**config.mk**
```make
export PLATFORM = sky130hd
export DESIGN_NAME = midi_pedal_controller_tracker_flat
export DESIGN_NICKNAME = d
export VERILOG_FILES = /design/src/hdl/mpct_pkg.sv /design/src/hdl/mpct_chan_if.sv /design/src/hdl/mpct_input_stage.sv /design/src/hdl/mpct_parser.sv /design/src/hdl/mpct_result_stage.sv /design/src/hdl/midi_pedal_controller_tracker.sv /design/src/flat_wrapper.sv
export SDC_FILE = /design/constraint.sdc
export NUM_CORES = 1
export LEC_CHECK = 0
export BUFFER_PORTS_ARGS = -buffer_cell sky130_fd_sc_hd__buf_2
export CAP_MARGIN = 15
export CORE_AREA = 2 2 97 99
export CTS_CLUSTER_DIAMETER = 100
export DETAILED_ROUTE_END_ITERATION = 8
export DIE_AREA = 0 0 99 101
export RECOVER_POWER = 50
export SYNTH_ARGS = -nofsm -noshare
export SYNTH_HDL_FRONTEND = slang
export SYNTH_SLANG_ARGS = --single-unit
```
**constraint.sdc**
```tcl
create_clock -name clk -period 1.5 [get_ports clk]
set_input_delay 0.3 -clock clk [delete_from_list [all_inputs] [get_ports clk]]
set_output_delay 0.3 -clock clk [all_outputs]
set_load 0.02 [all_outputs]
```
**src/hdl/mpct_pkg.sv**
```systemverilog
// Shared types and constants for the MIDI pedal controller tracker.
// No dependencies; every module of the block imports this package.
package mpct_pkg;

    localparam int unsigned BYTE_W = 8;

    localparam logic [BYTE_W-1:0] TAG_OVERFLOW    = 8'hF8;
    localparam logic [BYTE_W-1:0] ONE_DATA_LOW    = 8'hC0;
    localparam logic [BYTE_W-1:0] ONE_DATA_HIGH   = 8'hDF;
    localparam logic [BYTE_W-1:0] MARK_LOW        = 8'hF0;
    localparam logic [3:0]        CONTROL_KIND    = 4'hB;
    localparam logic [BYTE_W-1:0] CTRL_SUSTAIN    = 8'h40;
    localparam logic [BYTE_W-1:0] CTRL_PORTAMENTO = 8'h41;
    localparam logic [BYTE_W-1:0] PEDAL_REST_RESET = 8'h00;

    typedef enum logic [1:0] {
        PH_TAG    = 2'd0,
        PH_STATUS = 2'd1,
        PH_FIRST  = 2'd2,
        PH_SECOND = 2'd3
    } parse_phase_t;

    typedef struct packed {
        logic [BYTE_W-1:0] stream_byte;
    } byte_beat_t;

    typedef struct packed {
        logic [BYTE_W-1:0] pedal_rest_value;
    } cfg_beat_t;

    typedef struct packed {
        logic [BYTE_W-1:0] sustain_value;
        logic [BYTE_W-1:0] portamento_value;
        logic              sustain_changed;
        logic              portamento_changed;
        logic              frame_done;
    } result_beat_t;

    function automatic logic has_one_data(input logic [BYTE_W-1:0] status);
        return (status >= ONE_DATA_LOW) && (status <= ONE_DATA_HIGH);
    endfunction

endpackage

```
**src/hdl/mpct_chan_if.sv**
```systemverilog
// Valid/ready channel carrying one beat of a given payload type.
// Payload types come from mpct_pkg.
interface mpct_chan_if #(
    parameter type payload_t = logic [7:0]
) ();
    logic     valid;
    logic     ready;
    payload_t payload;

    modport source (output valid, output payload, input ready);
    modport sink   (input valid, input payload, output ready);
endinterface

```
**src/hdl/mpct_input_stage.sv**
```systemverilog
// Input register of the tracker: holds one accepted byte beat.
// Depends on mpct_pkg.
module mpct_input_stage (
    input  logic                      clk,
    input  logic                      rst_n,
    input  logic                      beat_valid,
    output logic                      beat_ready,
    input  logic [mpct_pkg::BYTE_W-1:0] beat_byte,
    input  logic                      advance,
    output logic                      held_valid,
    output logic [mpct_pkg::BYTE_W-1:0] held_byte
);
    import mpct_pkg::*;

    logic              valid_reg;
    logic              valid_next;
    logic [BYTE_W-1:0] byte_reg;

    assign beat_ready = !valid_reg || advance;
    assign held_valid = valid_reg;
    assign held_byte  = byte_reg;

    always_comb
    begin
        valid_next = valid_reg;
        if (beat_ready)
        begin
            valid_next = beat_valid;
        end
    end

    always_ff @(posedge clk or negedge rst_n)
    begin
        if (!rst_n)
        begin
            valid_reg <= 1'b0;
        end
        else
        begin
            valid_reg <= valid_next;
        end
    end

    always_ff @(posedge clk)
    begin
        if (beat_valid && beat_ready)
        begin
            byte_reg <= beat_byte;
        end
    end
endmodule

```
**src/hdl/mpct_parser.sv**
```systemverilog
// Running-status parser: frame phase, running status, controller number
// and both pedal levels. Depends on mpct_pkg.
module mpct_parser (
    input  logic                        clk,
    input  logic                        rst_n,
    input  logic                        advance,
    input  logic [mpct_pkg::BYTE_W-1:0] cur_byte,
    input  logic                        cfg_write,
    input  logic [mpct_pkg::BYTE_W-1:0] cfg_value,
    output mpct_pkg::result_beat_t      result
);
    import mpct_pkg::*;

    parse_phase_t      phase_reg;
    parse_phase_t      phase_next;
    logic [BYTE_W-1:0] status_reg;
    logic [BYTE_W-1:0] status_next;
    logic [BYTE_W-1:0] ctrl_reg;
    logic [BYTE_W-1:0] ctrl_next;
    logic [BYTE_W-1:0] sustain_reg;
    logic [BYTE_W-1:0] sustain_next;
    logic [BYTE_W-1:0] porta_reg;
    logic [BYTE_W-1:0] porta_next;
    logic              is_status;
    logic              short_msg;
    logic              is_control;

    assign is_status  = cur_byte[BYTE_W-1];
    assign short_msg  = has_one_data(status_reg);
    assign is_control = (status_reg[BYTE_W-1 -: 4] == CONTROL_KIND);

    // next phase
    always_comb
    begin
        phase_next = phase_reg;
        unique case (phase_reg)
            PH_TAG:
            begin
                if (cur_byte != TAG_OVERFLOW)
                begin
                    phase_next = PH_STATUS;
                end
            end
            PH_STATUS:
            begin
                if (is_status)
                begin
                    phase_next = (cur_byte >= MARK_LOW) ? PH_TAG : PH_FIRST;
                end
                else
                begin
                    phase_next = short_msg ? PH_TAG : PH_SECOND;
                end
            end
            PH_FIRST:
            begin
                phase_next = short_msg ? PH_TAG : PH_SECOND;
            end
            PH_SECOND:
            begin
                phase_next = PH_TAG;
            end
            default:
            begin
                phase_next = PH_TAG;
            end
        endcase
    end

    // datapath and result
    always_comb
    begin
        status_next  = status_reg;
        ctrl_next    = ctrl_reg;
        sustain_next = sustain_reg;
        porta_next   = porta_reg;
        result       = '0;
        unique case (phase_reg)
            PH_TAG:
            begin
                result.frame_done = (cur_byte == TAG_OVERFLOW);
            end
            PH_STATUS:
            begin
                if (is_status)
                begin
                    status_next       = cur_byte;
                    result.frame_done = (cur_byte >= MARK_LOW);
                end
                else if (short_msg)
                begin
                    result.frame_done = 1'b1;
                end
                else
                begin
                    ctrl_next = cur_byte;
                end
            end
            PH_FIRST:
            begin
                if (short_msg)
                begin
                    result.frame_done = 1'b1;
                end
                else
                begin
                    ctrl_next = cur_byte;
                end
            end
            PH_SECOND:
            begin
                result.frame_done = 1'b1;
                if (is_control && (ctrl_reg == CTRL_SUSTAIN))
                begin
                    sustain_next           = cur_byte;
                    result.sustain_changed = 1'b1;
                end
                else if (is_control && (ctrl_reg == CTRL_PORTAMENTO))
                begin
                    porta_next                = cur_byte;
                    result.portamento_changed = 1'b1;
                end
            end
            default:
            begin
                result = '0;
            end
        endcase
        result.sustain_value    = sustain_next;
        result.portamento_value = porta_next;
    end

    always_ff @(posedge clk or negedge rst_n)
    begin
        if (!rst_n)
        begin
            phase_reg   <= PH_TAG;
            status_reg  <= '0;
            ctrl_reg    <= '0;
            sustain_reg <= PEDAL_REST_RESET;
            porta_reg   <= PEDAL_REST_RESET;
        end
        else if (cfg_write)
        begin
            sustain_reg <= cfg_value;
            porta_reg   <= cfg_value;
        end
        else if (advance)
        begin
            phase_reg   <= phase_next;
            status_reg  <= status_next;
            ctrl_reg    <= ctrl_next;
            sustain_reg <= sustain_next;
            porta_reg   <= porta_next;
        end
    end
endmodule

```
**src/hdl/mpct_result_stage.sv**
```systemverilog
// Result register of the tracker: holds one result beat until taken.
// Depends on mpct_pkg.
module mpct_result_stage (
    input  logic                   clk,
    input  logic                   rst_n,
    input  logic                   load_valid,
    output logic                   load_ready,
    input  mpct_pkg::result_beat_t load_beat,
    output logic                   beat_valid,
    input  logic                   beat_ready,
    output mpct_pkg::result_beat_t beat
);
    import mpct_pkg::*;

    logic         valid_reg;
    logic         valid_next;
    result_beat_t beat_reg;

    assign load_ready = !valid_reg || beat_ready;
    assign beat_valid = valid_reg;
    assign beat       = beat_reg;

    always_comb
    begin
        valid_next = valid_reg;
        if (load_ready)
        begin
            valid_next = load_valid;
        end
    end

    always_ff @(posedge clk or negedge rst_n)
    begin
        if (!rst_n)
        begin
            valid_reg <= 1'b0;
        end
        else
        begin
            valid_reg <= valid_next;
        end
    end

    always_ff @(posedge clk)
    begin
        if (load_valid && load_ready)
        begin
            beat_reg <= load_beat;
        end
    end
endmodule

```
**src/hdl/midi_pedal_controller_tracker.sv**
```systemverilog
// Pedal controller tracker: top level joining input register, parser and
// result register. Depends on mpct_pkg, mpct_chan_if and the mpct stages.
//
// Takes one byte of a timed MIDI stream per beat on byte_ch and returns one
// result beat per byte on result_ch: both pedal levels after the byte, a
// changed flag for each, and a frame-done flag. A new byte is accepted every
// cycle unless backpressure holds it; each result passes through the input
// register and then the result register, and the whole parse of a byte sits
// in the single combinational step between those registers.
// Backpressure on result_ch stalls byte_ch only when both registers are full.
// A beat on cfg_ch loads both pedal levels with the written rest value; it is
// always ready and is meant for use while the stream is idle.
module midi_pedal_controller_tracker (
    input  logic        clk,
    input  logic        rst_n,
    mpct_chan_if.sink   byte_ch,
    mpct_chan_if.source result_ch,
    mpct_chan_if.sink   cfg_ch
);
    import mpct_pkg::*;

    logic              held_valid;
    logic [BYTE_W-1:0] held_byte;
    logic              load_ready;
    logic              advance;
    result_beat_t      parsed;
    result_beat_t      out_beat;
    logic              cfg_write;

    assign advance   = held_valid && load_ready;
    assign cfg_write = cfg_ch.valid && cfg_ch.ready;
    assign cfg_ch.ready = 1'b1;

    mpct_input_stage u_input (
        .clk        (clk),
        .rst_n      (rst_n),
        .beat_valid (byte_ch.valid),
        .beat_ready (byte_ch.ready),
        .beat_byte  (byte_ch.payload.stream_byte),
        .advance    (advance),
        .held_valid (held_valid),
        .held_byte  (held_byte)
    );

    mpct_parser u_parser (
        .clk       (clk),
        .rst_n     (rst_n),
        .advance   (advance),
        .cur_byte  (held_byte),
        .cfg_write (cfg_write),
        .cfg_value (cfg_ch.payload.pedal_rest_value),
        .result    (parsed)
    );

    mpct_result_stage u_result (
        .clk        (clk),
        .rst_n      (rst_n),
        .load_valid (held_valid),
        .load_ready (load_ready),
        .load_beat  (parsed),
        .beat_valid (result_ch.valid),
        .beat_ready (result_ch.ready),
        .beat       (out_beat)
    );

    assign result_ch.payload = out_beat;
endmodule

```
**src/flat_wrapper.sv**
```systemverilog
// flat-port wrapper written by rule: the top's interface ports become plain ports
module midi_pedal_controller_tracker_flat import mpct_pkg::*;
  (clk, rst_n, byte_ch_valid, byte_ch_payload, byte_ch_ready, result_ch_valid, result_ch_payload, result_ch_ready, cfg_ch_valid, cfg_ch_payload, cfg_ch_ready);
  mpct_chan_if #(.payload_t(byte_beat_t)) byte_ch_i ();
  mpct_chan_if #(.payload_t(result_beat_t)) result_ch_i ();
  mpct_chan_if #(.payload_t(cfg_beat_t)) cfg_ch_i ();
  input  logic clk;
  input  logic rst_n;
  input wire logic [$bits(byte_ch_i.valid)-1:0] byte_ch_valid;
  input wire logic [$bits(byte_ch_i.payload)-1:0] byte_ch_payload;
  output wire logic [$bits(byte_ch_i.ready)-1:0] byte_ch_ready;
  output wire logic [$bits(result_ch_i.valid)-1:0] result_ch_valid;
  output wire logic [$bits(result_ch_i.payload)-1:0] result_ch_payload;
  input wire logic [$bits(result_ch_i.ready)-1:0] result_ch_ready;
  input wire logic [$bits(cfg_ch_i.valid)-1:0] cfg_ch_valid;
  input wire logic [$bits(cfg_ch_i.payload)-1:0] cfg_ch_payload;
  output wire logic [$bits(cfg_ch_i.ready)-1:0] cfg_ch_ready;
  assign byte_ch_i.valid = byte_ch_valid;
  assign byte_ch_i.payload = byte_ch_payload;
  assign byte_ch_ready = byte_ch_i.ready;
  assign result_ch_valid = result_ch_i.valid;
  assign result_ch_payload = result_ch_i.payload;
  assign result_ch_i.ready = result_ch_ready;
  assign cfg_ch_i.valid = cfg_ch_valid;
  assign cfg_ch_i.payload = cfg_ch_payload;
  assign cfg_ch_ready = cfg_ch_i.ready;
  midi_pedal_controller_tracker u_core (.clk(clk), .rst_n(rst_n), .byte_ch(byte_ch_i), .result_ch(result_ch_i), .cfg_ch(cfg_ch_i));
endmodule
```
# Word level (Yosys, flattened, before mapping)
# Cells that the tools add are included.
[totals] register_bits=63 inputBits=21 out_inout_bits=22 elab_cells=69
[op_classes] n_lt_le_gt_ge=3 n_eq_ne=12 n_mux=23 bitwise_logic=2 n_reduce_logical=16
[op_table] operator="$mux 8" count=12
[op_table] operator="$eq 8x7->1 const B" count=2
[op_table] operator="$ge 8x8->1 const B" count=2
[op_table] operator="$pmux 8 s2" count=1
[op_table] operator="$eq 8x8->1 const B" count=1
[op_table] operator="$le 8x8->1 const B" count=1
[op_table] operator="$mux 2" count=4
[op_table] operator="$ne 2x2->1 const B" count=4
[op_table] operator="$ne 8x8->1 const B" count=1
[op_table] operator="$pmux 2 s4" count=1
[op_table] operator="$reduce_and 6->1" count=1
[op_table] operator="$logic_and 1x1->1" count=5
[op_table] operator="$eq 2x2->1 const B" count=2
[op_table] operator="$eq 4x4->1 const B" count=1
[op_table] operator="$mux 1" count=4
[op_table] operator="$pmux 1 s4" count=1
[op_table] operator="$reduce_and 4->1" count=1
[op_table] operator="$reduce_bool 2->1" count=2
[op_table] operator="$reduce_and 3->1" count=1
[op_table] operator="$eq 2x1->1 const B" count=1
[op_table] operator="$logic_not 1->1" count=2
[op_table] operator="$logic_not 2->1" count=1
[op_table] operator="$logic_or 1x1->1" count=2
[op_table] operator="$not 1->1" count=2
[op_table] operator="$reduce_or 2->1" count=1

# Longest topological paths before layout
[logic_depth] ltp_word=7 depth_mapped=7 mapped_depth_nobuf=5

# Hierarchy
# Synthesis repeated with hierarchy kept, for this count alone.
[unflattened] hier_cells=198 area_unflattened_um2=2635.0
[by_module_without_submodules] module="mpct_parser" n_inst=1 cells_each=160 area_each_um2=1699.1 seq_area_each_um2=750.7
[by_module_without_submodules] module="mpct_result_stage" n_inst=1 cells_each=23 area_each_um2=624.3 seq_area_each_um2=595.6
[by_module_without_submodules] module="mpct_input_stage" n_inst=1 cells_each=12 area_each_um2=294.0 seq_area_each_um2=265.3
[by_module_without_submodules] module="midi_pedal_controller_tracker" n_inst=1 cells_each=3 area_each_um2=17.5 seq_area_each_um2=0.0

# Worst setup path after synthesis
# Ideal clock, no wire load.
[synth_path] kind="reg2reg" start="register u_core.u_result.valid_reg, in the netlist u_core.u_result.beat_valid" end="register u_core.u_result.beat_reg, in the netlist u_core.u_result.beat[0] (enable)" setup_ps=358 arrival_ps=1230 required_time_ps=1142 slack_ps=-88 stages_incl_launch_ff=5 path_buffers=1 period_less_slack_ps=1588 cell_sequence="dfrtp_1 nand2b_1 nand2_1 inv_2 buf_2"
[synth_via] elab_chain_cells=3
[synth_rtl] element="start: declaration" line="mpct_result_stage.sv:15" source="logic valid_reg;"
[synth_rtl] element="start signal: assignment" line="mpct_result_stage.sv:40" source="valid_reg <= valid_next;"
[synth_rtl] element="$logic_not 1->1" line="mpct_result_stage.sv:19" source="assign load_ready = !valid_reg || beat_ready;"
[synth_rtl] element="$logic_or 1x1->1" line="mpct_result_stage.sv:19"
[synth_rtl] element="$logic_and 1x1->1"
[synth_rtl] element="named net u_core.advance" line="midi_pedal_controller_tracker.sv:25" source="logic advance;"
[synth_rtl] element="end signal: assignment" line="mpct_result_stage.sv:48" source="beat_reg <= load_beat;"
[synth_rtl] element="end: declaration" line="mpct_result_stage.sv:17" source="result_beat_t beat_reg;"
# The timed path passes the listed nets, and every way through them passes these cells.
# A chain may end at the register's enable or synchronous reset.

==> flow_summary.toml <==
[timing]
fin_hold_ws_ps = 133.6
worst_pin_slew_ps = 816.6
setup_viol = 33
finalHoldViolations = 0
maxSlewViolCount = 0
min_period_ps = 1567
worst_slack_ps = -66.62
clock_skew_ps = 11.84
slew_headroom_pct = 45.56
rsz0062_at_grt = "yes"
timing.final.crit_share_pct = 104.4
max_freq_mhz = 638.3
setup_tns_ps = -1455

[synth]
synth_area_leaders = "edfxtp_1 (31%), dfrtp_1 (30%), nand2_1 (7.7%), mux2_2 (4.3%), a31oi_1 (3.8%)"
ys_seq_area_share_pct = 61.36
synth_nets = 259
synth_async_sr_flop_share_pct = 54.24
ys_seq_elements = 59
syn_avg_cell_area_um2 = 11.03
syn_area_mm2 = 0.002626
synth_flop_cell = "dfrtp_1"
synthTopCellsByCount = "nand2_1 (54), dfrtp_1 (32), edfxtp_1 (27)"
syn_inst = 238
synth_most_common_cell = "nand2_1"
synth_edf_count = 27
yosys_warnings = 0
synth.top_cell.area_share_pct = 30.87
ys_types = 39
synth_area_leader_cell = "edfxtp_1"

[final_layout]
area_growth_pct = 34.11
fin_nets = 334
stdcell_area_mm2 = 0.003522
stdcell_count = 429
n_fill_cell = 882
drive_above_1_share_pct = 41.51
diodes = 0
largest_reg_flops = 19

[cts]
clk_pin_slew_ps = 70
cts_root_buf = "clkbuf_8"
clockBufferDepth = 2
numCtsBuffers = 9
clk_latency_ps = 340
cts_tree = "yes"
clkSinkCount = 59
htreeDepth = 3

[global_routing]
grt_usage_pct = 13.76
grt_first_pass_wirelength_mm = 10.64
antenna_found_initial = 0
grt_max_degree = 36
grt_overflow = 0
grt_pass1_vias = 2141

[power]
ir_worst_vdd_uv = 581.0
p_total_mw = 4.741
p_leak_nw = 1.480
power_density_mw_per_mm2 = 1346

[critical_path]
slowest_delay_ps = 420
crit_path_start_kind = "flip-flop"
setup.worst_path.start = "u_core.u_parser.ctrl_reg[7]$_DFFE_PN0P_"
cp_slowest_cell = "nor4b_4"
cp.buffers_inverters = 1
r2r-end = "u_core.u_result.beat[9]$_DFFE_PP_"
r2r_start = "u_core.u_parser.ctrl_reg[7]$_DFFE_PN0P_"
path_max_fanout = 5
end_kind = "flip-flop"
cp.depth = 5
path_delay_family = "simple AND/OR/NAND/NOR gates"
worstPathArrival_ps = 1670
r2r_cells = 5
rrSetupSlack_ps = -70
cp-endpoint = "u_core.u_result.beat[9]$_DFFE_PP_"
criticalPathCategory = "flip-flop to flip-flop"
critPathRequiredTime_ps = 1600
crit_chain = "nor4b_4 -> nand4_4 -> buf_6 -> nand2_4 -> nand2_2"

[route]
vias_per_cell = 4.855
drt_wl_total_mm = 6.554
first_pass_iters = 4
routedWlPerCell_um = 15.28
route.antenna.remaining_nets = 0
dr.first_iter.drc_count = 116
num_vias = 2083
drc = 0

[place]
dp_cells = 407
place_congestion = 0.8317
port_buffers = 41
dpl.hpwl_mm = 4.468
dpl_cell_area_mm2 = 0.003164

[worst_hold_path]
min_path_type = "primary input to flip-flop"
hold_start = "byte_ch_payload[0]"

[floorplanning]
core-area_mm2 = 0.008977
dieWidth_um = 99
start_util_pct = 29.25
rows = 35
fp.dieH_um = 101
io_pins = 43
dieArea_mm2 = 0.009999

[run]
cap_viol_max_count = 0

[run_status]
outcome = "finished with violations"
violations = "setup timing"
[repair_timing]
action / in CTS / in global routing
gates cloned: 1 / 1
pin swaps: 17 / 9
hold buffers: 1 / 0
hold endpoints to repair: 13 / 0
gates resized for setup: 34 / 32
buffers inserted: 2 / 1
endpoints found under the setup margin: 36 / 45
[layout by cell type, fill, tap and decap left out, types with 11 or more instances in the layout]
master,count
a21oi_1,16
buf_4,24
nand2_2,19
a31oi_1,16
edfxtp_1,27
nand2_1,34
buf_2,34
nor2_1,11
dfrtp_1,30
[routing by layer]
layer	wire length (um)	track usage (%)
met1	2790	17.56
met2	3273	22.40
met5	0	0
met3	427	3.606
met4	63	5.374
[layout make-up]
class / instances / area, um2 / area share, %
Sequential cell: 59 / 1614 / 45.83
Multi-Input combinational cell: 160 / 1047 / 29.73
Timing Repair Buffer: 77 / 524.3 / 14.88
Clock buffer: 13 / 148.9 / 4.227
Tap cell: 111 / 138.9 / 3.943
Inverter: 6 / 32.53 / 0.9236
Clock inverter: 3 / 16.27 / 0.4618
[cell families after synthesis]
| logic type | share of synthesized area (%) |
|---|---|
| AO/OA/AOI/OAI | 12.20 |
| multiplexers | 4.288 |
| other | 0.1428 |
| buffers and inverters | 3.954 |
| flip-flops | 61.36 |
| AND/OR/NAND/NOR | 18.06 |
[power by group]
group | internal (mW) | switching, mW
Sequential | 2.01 | 0.225
Clock | 0.637 | 0.605
Combinational | 0.658 | 0.605
Total | 3.31 | 1.44
[metrics by stage]
step | worst slack, ps | util, %
6_report | -66.62 | 39.23
4_1_cts | -57.35 | 38.13
5_1_grt | -177.5 | 39.23
3_5_place_dp | -80.58 | 35.25
2_1_floorplan | -13.35 | -
3_3_place_gp | -27.06 | 35.25
[worst min-delay path by stage]
| stage | to | slack [ps] | depth (start not counted) |
|---|---|---|---|
| final | u_core.u_input.held_byte[0]$_DFFE_PP_ | 130 | 1 |
| after global routing | u_core.u_input.held_byte[0]$_DFFE_PP_ | 120 | 1 |
| after CTS | u_core.u_input.held_byte[7]$_DFFE_PP_ | 120 | 1 |
| after detailed placement | u_core.u_parser.ctrl_reg[4]$_DFFE_PN0P_ | 240 | 1 |
| after global placement | u_core.u_input.held_valid$_DFFE_PN0N_ | 230 | 1 |
| after floorplan | u_core.u_input.held_valid$_DFFE_PN0N_ | 4 | 0 |
(Power assumes the default switching activity.)
